===== config.mk =====
export PLATFORM = sky130hd
export DESIGN_NAME = rom_read_cheat_patch_table
export DESIGN_NICKNAME = d
export VERILOG_FILES = /design/src/sv/rcpt_pkg.sv /design/src/sv/rom_read_cheat_patch_table.sv
export SDC_FILE = /design/constraint.sdc
export NUM_CORES = 2
export LEC_CHECK = 0
export BUFFER_PORTS_ARGS = -buffer_cell sky130_fd_sc_hd__buf_2
export CAP_MARGIN = 15
export CORE_ASPECT_RATIO = 1.5
export CORE_MARGIN = 5
export CORE_UTILIZATION = 55
export CTS_BUF_LIST = sky130_fd_sc_hd__clkbuf_4 sky130_fd_sc_hd__clkbuf_8 sky130_fd_sc_hd__clkbuf_16
export CTS_CLUSTER_DIAMETER = 50
export CTS_CLUSTER_SIZE = 20
export DETAILED_ROUTE_END_ITERATION = 10
export PLACE_DENSITY = 0.8
export SLEW_MARGIN = 20
export SYNTH_ARGS = -nofsm -noshare
export SYNTH_HDL_FRONTEND = slang
export SYNTH_SLANG_ARGS = --single-unit

===== constraint.sdc =====
create_clock -name clk -period 7.93 [get_ports clk]
set_input_delay 0.3965 -clock clk [delete_from_list [all_inputs] [get_ports clk]]
set_output_delay 0.3965 -clock clk [all_outputs]
set_load 0.01 [all_outputs]

===== src/sv/rcpt_pkg.sv =====
package rcpt_pkg;

    typedef enum logic [1:0] {
        CMD_ADD   = 2'd0,
        CMD_CLEAR = 2'd1,
        CMD_READ  = 2'd2,
        CMD_APPLY = 2'd3
    } cmd_t;

    typedef enum logic {
        S_IDLE,
        S_SCAN
    } state_t;

    // add_status codes
    localparam logic [2:0] ADD_OK       = 3'd0;
    localparam logic [2:0] ADD_TOGGLED  = 3'd1;
    localparam logic [2:0] ADD_BAD_LEN  = 3'd2;
    localparam logic [2:0] ADD_FULL     = 3'd3;
    localparam logic [2:0] ADD_BAD_TYPE = 3'd4;
    localparam logic [2:0] ADD_NONE     = 3'd5;

    // entry kinds; write_kind is kind minus one
    localparam logic [1:0] KIND_ROM   = 2'd0;
    localparam logic [1:0] KIND_PLAIN = 2'd1;
    localparam logic [1:0] KIND_SRAM  = 2'd2;
    localparam logic [1:0] KIND_WRAM  = 2'd3;

    localparam logic [3:0] LEN_ROM_SHORT = 4'd6;
    localparam logic [3:0] LEN_RAM       = 4'd8;
    localparam logic [3:0] LEN_ROM_LONG  = 4'd9;

    localparam logic [7:0]  TT_PLAIN      = 8'h01;
    localparam logic [3:0]  TT_SRAM       = 4'h8;
    localparam logic [3:0]  TT_WRAM       = 4'h9;
    localparam logic [15:0] ADDR_SCRAMBLE = 16'hF000;
    localparam logic [7:0]  CMP_INVERT    = 8'hFF;
    localparam logic [7:0]  CMP_XOR       = 8'h45;

    localparam int MAX_RESULTS = 32;
    localparam int FOUND_W     = $clog2(MAX_RESULTS + 1);

    typedef struct packed {
        logic [1:0]  kind;
        logic [3:0]  bank;
        logic        active;
        logic [15:0] addr;
        logic [7:0]  new_val;
        logic [7:0]  cmp_val;
        logic        has_cmp;
    } entry_t;

    typedef struct packed {
        logic [39:0] key;   // length in 39:36, used digits in 35:0
        entry_t      ent;
    } row_t;

endpackage


===== src/sv/rom_read_cheat_patch_table.sv =====
// channel | signals                                              | dir
// --------+------------------------------------------------------+----
// in      | in_valid in_stall cmd code_digits code_len address   | in
//         | rom_data                                             |
// out     | out_valid out_stall read_data add_status write_valid | out
//         | write_kind write_bank write_addr write_value last    |
//
// One item at a time. An add, read or apply walks the table through the
// single read port of the table RAM, one entry per cycle while no write beat
// waits. Clear and an add with a bad length finish without a walk. Add and
// read stop early on a hit.
// rst_n clears control and the entry count; the table RAM is not cleared.
// out_stall holds the output register; the walk pauses while a write beat
// waits. in_stall is high while an item is in work.
module rom_read_cheat_patch_table
    import rcpt_pkg::*;
#(
    parameter int TABLE_ENTRIES = 32,
    parameter int ROM_ADDR_BITS = 23
)
(
    input  logic                     clk,
    input  logic                     rst_n,
    input  logic                     in_valid,
    output logic                     in_stall,
    input  logic [1:0]               cmd,
    input  logic [35:0]              code_digits,
    input  logic [3:0]               code_len,
    input  logic [ROM_ADDR_BITS-1:0] address,
    input  logic [7:0]               rom_data,
    output logic                     out_valid,
    input  logic                     out_stall,
    output logic [7:0]               read_data,
    output logic [2:0]               add_status,
    output logic                     write_valid,
    output logic [1:0]               write_kind,
    output logic [3:0]               write_bank,
    output logic [15:0]              write_addr,
    output logic [7:0]               write_value,
    output logic                     last
);

    localparam int CW  = $clog2(TABLE_ENTRIES + 1);
    localparam int IXW = (TABLE_ENTRIES > 1) ? $clog2(TABLE_ENTRIES) : 1;

    // table RAM
    row_t mem [TABLE_ENTRIES];
    row_t rd_data_reg;
    logic rd_en;
    logic [IXW-1:0] rd_addr;
    logic wr_en;
    logic [IXW-1:0] wr_addr;
    row_t wr_data;

    always_ff @(posedge clk)
    begin
        if (wr_en)
        begin
            mem[wr_addr] <= wr_data;
        end
        if (rd_en)
        begin
            rd_data_reg <= mem[rd_addr];
        end
    end

    // control registers
    state_t state_reg, state_next;
    cmd_t cmd_reg, cmd_next;
    logic skip_reg, skip_next;
    logic badtype_reg, badtype_next;
    logic [CW-1:0] idx_reg, idx_next;
    logic [CW-1:0] count_reg, count_next;
    logic pend_reg, pend_next;
    logic [FOUND_W-1:0] found_reg, found_next;
    logic held_valid_reg, held_valid_next;
    logic out_valid_reg, out_valid_next;

    // payload registers
    logic [39:0] key_reg, key_next;
    entry_t newent_reg, newent_next;
    logic [14:0] vaddr_reg, vaddr_next;
    logic [7:0] data_reg, data_next;
    logic [IXW-1:0] eidx_reg, eidx_next;
    entry_t held_reg, held_next;
    logic [7:0] o_read_data_reg, o_read_data_next;
    logic [2:0] o_status_reg, o_status_next;
    logic o_wv_reg, o_wv_next;
    logic [1:0] o_kind_reg, o_kind_next;
    logic [3:0] o_bank_reg, o_bank_next;
    logic [15:0] o_addr_reg, o_addr_next;
    logic [7:0] o_value_reg, o_value_next;
    logic o_last_reg, o_last_next;

    // code decode
    logic [35:0] masked;
    logic len_ok;
    logic bad_type;
    entry_t dec;
    logic [7:0] tt;
    logic [7:0] g;

    always_comb
    begin
        len_ok = (code_len == LEN_ROM_SHORT) || (code_len == LEN_RAM) ||
                 (code_len == LEN_ROM_LONG);
        if (code_len == LEN_ROM_SHORT)
        begin
            masked = {code_digits[35:12], 12'h000};
        end
        else if (code_len == LEN_RAM)
        begin
            masked = {code_digits[35:4], 4'h0};
        end
        else
        begin
            masked = code_digits;
        end
        tt = masked[35:28];
        g = {masked[11:8], masked[3:0]} ^ CMP_INVERT;
        bad_type = 1'b0;
        dec = '0;
        dec.active = 1'b1;
        if (code_len == LEN_RAM)
        begin
            dec.new_val = masked[27:20];
            dec.addr = {masked[11:4], masked[19:12]};
            if (tt == TT_PLAIN)
            begin
                dec.kind = KIND_PLAIN;
            end
            else if (tt[7:4] == TT_SRAM)
            begin
                dec.kind = KIND_SRAM;
                dec.bank = tt[3:0];
            end
            else if (tt[7:4] == TT_WRAM)
            begin
                dec.kind = KIND_WRAM;
                dec.bank = tt[3:0];
            end
            else
            begin
                bad_type = 1'b1;
            end
        end
        else
        begin
            dec.kind = KIND_ROM;
            dec.new_val = masked[35:28];
            dec.addr = {masked[15:12], masked[27:16]} ^ ADDR_SCRAMBLE;
            if (code_len == LEN_ROM_LONG)
            begin
                dec.cmp_val = {g[1:0], g[7:2]} ^ CMP_XOR;
                dec.has_cmp = 1'b1;
            end
        end
    end

    // scan evaluation
    row_t e;
    logic out_free;
    logic key_hit;
    logic rom_hit;
    logic wr_hit;
    logic more;
    logic scan_done;

    always_comb
    begin
        e = rd_data_reg;
        out_free = !out_valid_reg || !out_stall;
        key_hit = pend_reg && (e.key == key_reg);
        rom_hit = pend_reg && (e.ent.kind == KIND_ROM) && e.ent.active &&
                  (e.ent.addr == {1'b0, vaddr_reg}) &&
                  (!e.ent.has_cmp || (e.ent.cmp_val == data_reg));
        wr_hit = pend_reg && e.ent.active && (e.ent.kind != KIND_ROM);
        more = idx_reg < count_reg;
        scan_done = skip_reg || (!pend_reg && !more) ||
                    ((cmd_reg == CMD_APPLY) && (found_reg == FOUND_W'(MAX_RESULTS)));
    end

    always_comb
    begin
        state_next = state_reg;
        cmd_next = cmd_reg;
        skip_next = skip_reg;
        badtype_next = badtype_reg;
        idx_next = idx_reg;
        count_next = count_reg;
        pend_next = pend_reg;
        found_next = found_reg;
        held_valid_next = held_valid_reg;
        key_next = key_reg;
        newent_next = newent_reg;
        vaddr_next = vaddr_reg;
        data_next = data_reg;
        eidx_next = eidx_reg;
        held_next = held_reg;
        rd_en = 1'b0;
        rd_addr = idx_reg[IXW-1:0];
        wr_en = 1'b0;
        wr_addr = eidx_reg;
        wr_data = e;
        out_valid_next = out_valid_reg && out_stall;
        o_read_data_next = o_read_data_reg;
        o_status_next = o_status_reg;
        o_wv_next = o_wv_reg;
        o_kind_next = o_kind_reg;
        o_bank_next = o_bank_reg;
        o_addr_next = o_addr_reg;
        o_value_next = o_value_reg;
        o_last_next = o_last_reg;
        in_stall = (state_reg != S_IDLE);

        unique case (state_reg)
            S_IDLE:
            begin
                if (in_valid)
                begin
                    cmd_next = cmd_t'(cmd);
                    skip_next = (cmd_t'(cmd) == CMD_ADD) && !len_ok;
                    badtype_next = bad_type;
                    key_next = {code_len, masked};
                    newent_next = dec;
                    vaddr_next = {|address[ROM_ADDR_BITS-1:14], address[13:0]};
                    data_next = rom_data;
                    idx_next = '0;
                    pend_next = 1'b0;
                    found_next = '0;
                    held_valid_next = 1'b0;
                    if (cmd_t'(cmd) == CMD_CLEAR)
                    begin
                        count_next = '0;
                    end
                    state_next = S_SCAN;
                end
            end
            S_SCAN:
            begin
                // one result beat: start from a blank record, but never under a waiting beat
                if (out_free)
                begin
                    o_read_data_next = 8'h00;
                    o_status_next = ADD_NONE;
                    o_wv_next = 1'b0;
                    o_kind_next = 2'd0;
                    o_bank_next = 4'h0;
                    o_addr_next = 16'h0000;
                    o_value_next = 8'h00;
                    o_last_next = 1'b1;
                end
                priority if ((cmd_reg == CMD_ADD) && key_hit && !skip_reg)
                begin
                    if (out_free)
                    begin
                        wr_en = 1'b1;
                        wr_data.ent.active = !e.ent.active;
                        o_status_next = ADD_TOGGLED;
                        out_valid_next = 1'b1;
                        state_next = S_IDLE;
                    end
                end
                else if ((cmd_reg == CMD_READ) && rom_hit)
                begin
                    if (out_free)
                    begin
                        o_read_data_next = e.ent.new_val;
                        out_valid_next = 1'b1;
                        state_next = S_IDLE;
                    end
                end
                else if (scan_done)
                begin
                    if (out_free)
                    begin
                        out_valid_next = 1'b1;
                        state_next = S_IDLE;
                        held_valid_next = 1'b0;
                        unique case (cmd_reg)
                            CMD_ADD:
                            begin
                                priority if (skip_reg)
                                begin
                                    o_status_next = ADD_BAD_LEN;
                                end
                                else if (count_reg == CW'(TABLE_ENTRIES))
                                begin
                                    o_status_next = ADD_FULL;
                                end
                                else if (badtype_reg)
                                begin
                                    o_status_next = ADD_BAD_TYPE;
                                end
                                else
                                begin
                                    wr_en = 1'b1;
                                    wr_addr = count_reg[IXW-1:0];
                                    wr_data = {key_reg, newent_reg};
                                    count_next = count_reg + CW'(1);
                                    o_status_next = ADD_OK;
                                end
                            end
                            CMD_CLEAR:
                            begin
                                o_status_next = ADD_NONE;
                            end
                            CMD_READ:
                            begin
                                o_read_data_next = data_reg;
                            end
                            CMD_APPLY:
                            begin
                                if (held_valid_reg)
                                begin
                                    o_wv_next = 1'b1;
                                    o_kind_next = held_reg.kind - 2'd1;
                                    o_bank_next = held_reg.bank;
                                    o_addr_next = held_reg.addr;
                                    o_value_next = held_reg.new_val;
                                end
                            end
                        endcase
                    end
                end
                else if (!((cmd_reg == CMD_APPLY) && wr_hit && held_valid_reg && !out_free))
                begin
                    // a found write is held back one step so the final beat can carry last
                    if ((cmd_reg == CMD_APPLY) && wr_hit)
                    begin
                        if (held_valid_reg)
                        begin
                            o_wv_next = 1'b1;
                            o_kind_next = held_reg.kind - 2'd1;
                            o_bank_next = held_reg.bank;
                            o_addr_next = held_reg.addr;
                            o_value_next = held_reg.new_val;
                            o_last_next = 1'b0;
                            out_valid_next = 1'b1;
                        end
                        held_next = e.ent;
                        held_valid_next = 1'b1;
                        found_next = found_reg + FOUND_W'(1);
                    end
                    if (more)
                    begin
                        rd_en = 1'b1;
                        idx_next = idx_reg + CW'(1);
                        eidx_next = idx_reg[IXW-1:0];
                        pend_next = 1'b1;
                    end
                    else
                    begin
                        pend_next = 1'b0;
                    end
                end
            end
        endcase
    end

    always_ff @(posedge clk or negedge rst_n)
    begin
        if (!rst_n)
        begin
            state_reg <= S_IDLE;
            cmd_reg <= CMD_ADD;
            skip_reg <= 1'b0;
            badtype_reg <= 1'b0;
            idx_reg <= '0;
            count_reg <= '0;
            pend_reg <= 1'b0;
            found_reg <= '0;
            held_valid_reg <= 1'b0;
            out_valid_reg <= 1'b0;
        end
        else
        begin
            state_reg <= state_next;
            cmd_reg <= cmd_next;
            skip_reg <= skip_next;
            badtype_reg <= badtype_next;
            idx_reg <= idx_next;
            count_reg <= count_next;
            pend_reg <= pend_next;
            found_reg <= found_next;
            held_valid_reg <= held_valid_next;
            out_valid_reg <= out_valid_next;
        end
    end

    always_ff @(posedge clk)
    begin
        key_reg <= key_next;
        newent_reg <= newent_next;
        vaddr_reg <= vaddr_next;
        data_reg <= data_next;
        eidx_reg <= eidx_next;
        held_reg <= held_next;
        o_read_data_reg <= o_read_data_next;
        o_status_reg <= o_status_next;
        o_wv_reg <= o_wv_next;
        o_kind_reg <= o_kind_next;
        o_bank_reg <= o_bank_next;
        o_addr_reg <= o_addr_next;
        o_value_reg <= o_value_next;
        o_last_reg <= o_last_next;
    end

    assign out_valid = out_valid_reg;
    assign read_data = o_read_data_reg;
    assign add_status = o_status_reg;
    assign write_valid = o_wv_reg;
    assign write_kind = o_kind_reg;
    assign write_bank = o_bank_reg;
    assign write_addr = o_addr_reg;
    assign write_value = o_value_reg;
    assign last = o_last_reg;

    a_count_bound: assert property (@(posedge clk) disable iff (!rst_n)
        count_reg <= CW'(TABLE_ENTRIES))
        else $error("entry count beyond table size");

    a_pend_in_range: assert property (@(posedge clk) disable iff (!rst_n)
        pend_reg |-> ({1'b0, eidx_reg} < {1'b0, count_reg}))
        else $error("evaluated entry beyond entry count");

    a_held_in_apply: assert property (@(posedge clk) disable iff (!rst_n)
        held_valid_reg |-> ((state_reg == S_SCAN) && (cmd_reg == CMD_APPLY)))
        else $error("held write outside a frame apply");

    a_found_bound: assert property (@(posedge clk) disable iff (!rst_n)
        found_reg <= FOUND_W'(MAX_RESULTS))
        else $error("too many writes in one frame");

endmodule

==> flow_summary_export.csv <==
group,metric,value,unit
timing,fmax,169,MHz
cells_and_area,regArea,0.0853,mm^2
synth,seq_area_frac_synth,78.1,%
power,power_frac_clock,20.9,%
power,combPwrFrac,27.6,%
drt,drt-initial-drc-count,8848,
die,initial_core_util,55.2,%
critical_path,required,8.35,ns
cells_and_area,num-fill-cells,12502,
clocking,cts.clk_slew.worst_paths,0.08,ns
cells_and_area,drive_gt1_share,28.2,%
critical_path,max_stage_delay,1.16,ns
clocking,cts_buffers,176,
synth,synth_area,0.109,mm^2
die,die_area,0.208,mm^2
critical_path,cp_cell_sequence,"ha_1, a21o_1, a21o_1, a221oi_2, o21a_1, nor2_4, a32oi_2, buf_6, nor2_4, buf_4, buf_4",
clocking,cts_buffer_depth,4,
synth,yosys.cell_types.count,50,
die,coreArea,0.198,mm^2
die,row_count,200,
timing,hold_violations,0,
synth,synth_nets,4769,
critical_path,worstRegToRegCells,11,
drt,vias,52508,
clocking,clock_latency,0.86,ns
power,vdd_drop_max,274,uV
drt,post_drt_wl_per_cell,37.1,um
critical_path,r2r-start,"idx_reg[3]$_DFFE_PN0P_",
timing,finalWorstSetupSlack,2.02,ns
critical_path,critPathArrivalTime,6.33,ns
placement,place_ws,2.33,ns
synth,synth_edf_count,2820,
grt,grt_max_degree,114,
clocking,cts_root_buf,"clkbuf_16",
drt,viasPerCell,6.90,
synth,synthArstFlopShare,0.914,%
timing,fin_setup_tns,0,ns
die,die_h,556,um
cells_and_area,final_nets,5005,
cells_and_area,multi_input_area,0.0231,mm^2
hold_path,hold_depth,2,
drt,first_pass_iters,8,
critical_path,slowest_stage,"dfrtp_4",
die,ios,122,
flow_run,maxCapViolations,0,
synth,synth_top_area_share,77.5,%
grt,grt_pass1_wl,401000,um
timing,period_share,74.5,%
critical_path,critical_path_class,"flip-flop to flip-flop",
grt,grt_antenna_before_repair,29,
placement,hpwl,150000,um
power,p_leak,36.4,nW
power,intPower,29.5,mW
synth,post-synth-top-area-cell,"edfxtp_1",
power,netSwitchingPower,13.3,mW
drt,totalWireLength,282000,um
cells_and_area,area_growth,8.88,%
hold_path,hold_path_class,"primary input to flip-flop",
grt,gr-total-overflow,0,
status,status,"finished, final reports clean",
clocking,h-tree-depth,4,
clocking,clock-sinks,2846,
synth,netlist_top_cells_area,"edfxtp_1 (77%), mux4_2 (16%), nand2_1 (1.1%), mux2_2 (0.87%), dfrtp_1 (0.60%)",
timing,worstMarginPinSlew,1.23,ns
cells_and_area,largest_register_ffs,2560,
grt,grt_pass1_vias,54031,
drt,drcViolationCount,0,
synth,synth_ff_type,"edfxtp_1",
timing,fin_skew,0.0667,ns
power,sw_frac_of_total,31.0,%
synth,synth.yosys.warnings,0,
timing,final.min_clock_period,5.91,ns
timing,setup-violations-final,0,
clocking,cts_resized,0,
critical_path,cp-end-kind,"flip-flop",
timing,slew_headroom,17.8,%
synth,syn_avg_cell_area,23.3,um^2
synth,syn_inst,4682,
clocking,cts_tree,"built",
critical_path,crit_start,"idx_reg[3]$_DFFE_PN0P_",
hold_path,hold_start,"code_digits[5]",
timing,rsz0062_at_grt,"false",
synth,synthTopCellsByCount,"edfxtp_1 (2820), mux4_2 (800), nand2_1 (328)",
cells_and_area,final_cells,7610,
critical_path,path_max_fanout,50,
timing,slew_violations,0,
synth,yosysMostFrequentCell,"edfxtp_1",
power,total_power,42.8,mW
placement,place_congestion,0.920,
drt,ant_nets,0,
power,p_per_area,360,mW/mm^2
power,seq_power_share,51.5,%
synth,synth_seq_cells,2846,
critical_path,cp-start-kind,"flip-flop",
grt,grt_usage,27.0,%
placement,io_buffers,121,
die,die_x,374,um
placement,place_inst,7303,
layout make-up:
cell class                      count  share of cell area, %
Antenna cell                       17                 0.0358
Clock buffer                      193                   3.83
Clock inverter                     34                  0.297
Inverter                           18                 0.0694
Multi-Input combinational cell   1584                   19.4
Sequential cell                  2846                   71.7
Tap cell                         2626                   2.76
Timing Repair Buffer              292                   1.86
routing by layer:
metal	up-vias	wire [um]	track usage, %
li1	20089	-	-
met1	27177	89200	33.5
met2	4257	141000	45.0
met3	957	33900	6.45
met4	28	17700	13.7
met5	-	288	0
placed cells by master (no fill, tap or decap), types with 5 or more instances in the layout:
| cell type | n |
|---|---|
| edfxtp_1 | 2820 |
| mux4_2 | 800 |
| nand2_1 | 317 |
| clkbuf_16 | 177 |
| buf_2 | 121 |
| buf_4 | 96 |
| mux2_2 | 84 |
| xnor2_1 | 65 |
| dlygate4sd3_1 | 61 |
| a22o_1 | 37 |
| nor2_1 | 35 |
| nor2_4 | 33 |
| nand4_1 | 26 |
| dfrtp_1 | 22 |
| nand3_1 | 19 |
| and2_1 | 18 |
| diode_2 | 17 |
| nor3_1 | 17 |
| clkbuf_4 | 15 |
| inv_1 | 14 |
| nor4_1 | 13 |
| buf_12 | 12 |
| nand2_2 | 11 |
| a21o_1 | 10 |
| o21ai_0 | 10 |
| a21oi_1 | 10 |
| ha_1 | 10 |
| clkinv_2 | 8 |
| and3_1 | 7 |
| mux2i_1 | 7 |
| inv_8 | 6 |
| inv_6 | 6 |
| xor2_1 | 5 |
| clkinv_1 | 5 |
metrics by stage:
step	util, %	hold slack (ns)	cell area, um^2
2_1_floorplan	-	0.101	109000
3_3_place_gp	57.2	0.443	113000
3_5_place_dp	57.3	0.450	113000
4_1_cts	60.0	0.00219	119000
5_1_grt	60.1	0.0350	119000
6_report	60.1	0.0565	119000
power by group through the flow:
stage	combinational [mW]	sequential [mW]	clock, mW
after floorplan	7.81	21.8	0
after global placement	10.9	22.2	0
after detailed placement	11.4	22.3	0
after CTS	11.6	22.0	9.00
after global routing	12.4	22.1	9.63
final	11.8	22.0	8.94
cells by family after synthesis:
kind of cell / synth area share, %
AO/OA/AOI/OAI: 0.744
adder cells (fa/ha/maj): 0.115
flip-flops: 78.1
AND/OR/NAND/NOR: 2.00
buffers and inverters: 1.07
XOR/XNOR: 0.561
multiplexers: 17.4
worst paths after layout:
| kind | endpoint | slack [ns] |
|---|---|---|
| max | mem[2][1]$_DFFE_PP_ | 2.02 |
| min | key_reg[5]$_DFFE_PP_ | 0.06 |
| max reg2reg | mem[2][1]$_DFFE_PP_ | 2.02 |
| min reg2reg | held_reg[37]$_DFFE_PP_ | 0.54 |
| max in group asynchronous | idx_reg[1]$_DFFE_PN0P_ | 7.25 |
| min in group asynchronous | idx_reg[3]$_DFFE_PN0P_ | 0.18 |
timing repair:
item | CTS | global route
endpoints found under the hold margin | 99 | 0
hold buffers | 61 | 0
setup endpoints to repair | 0 | 0
buffers inserted | 0 | 0
worst max-delay path, delay by kind of cell, from the launching register on:
| kind | cells | cell delay (ns) |
|---|---|---|
| buffers and inverters | 3 | 1.76 |
| AO/OA/AOI/OAI | 5 | 1.16 |
| flip-flops | 1 | 1.16 |
| AND/OR/NAND/NOR | 2 | 0.93 |
| adder cells (fa/ha/maj) | 1 | 0.33 |
Power figures use the tool's default switching activity.
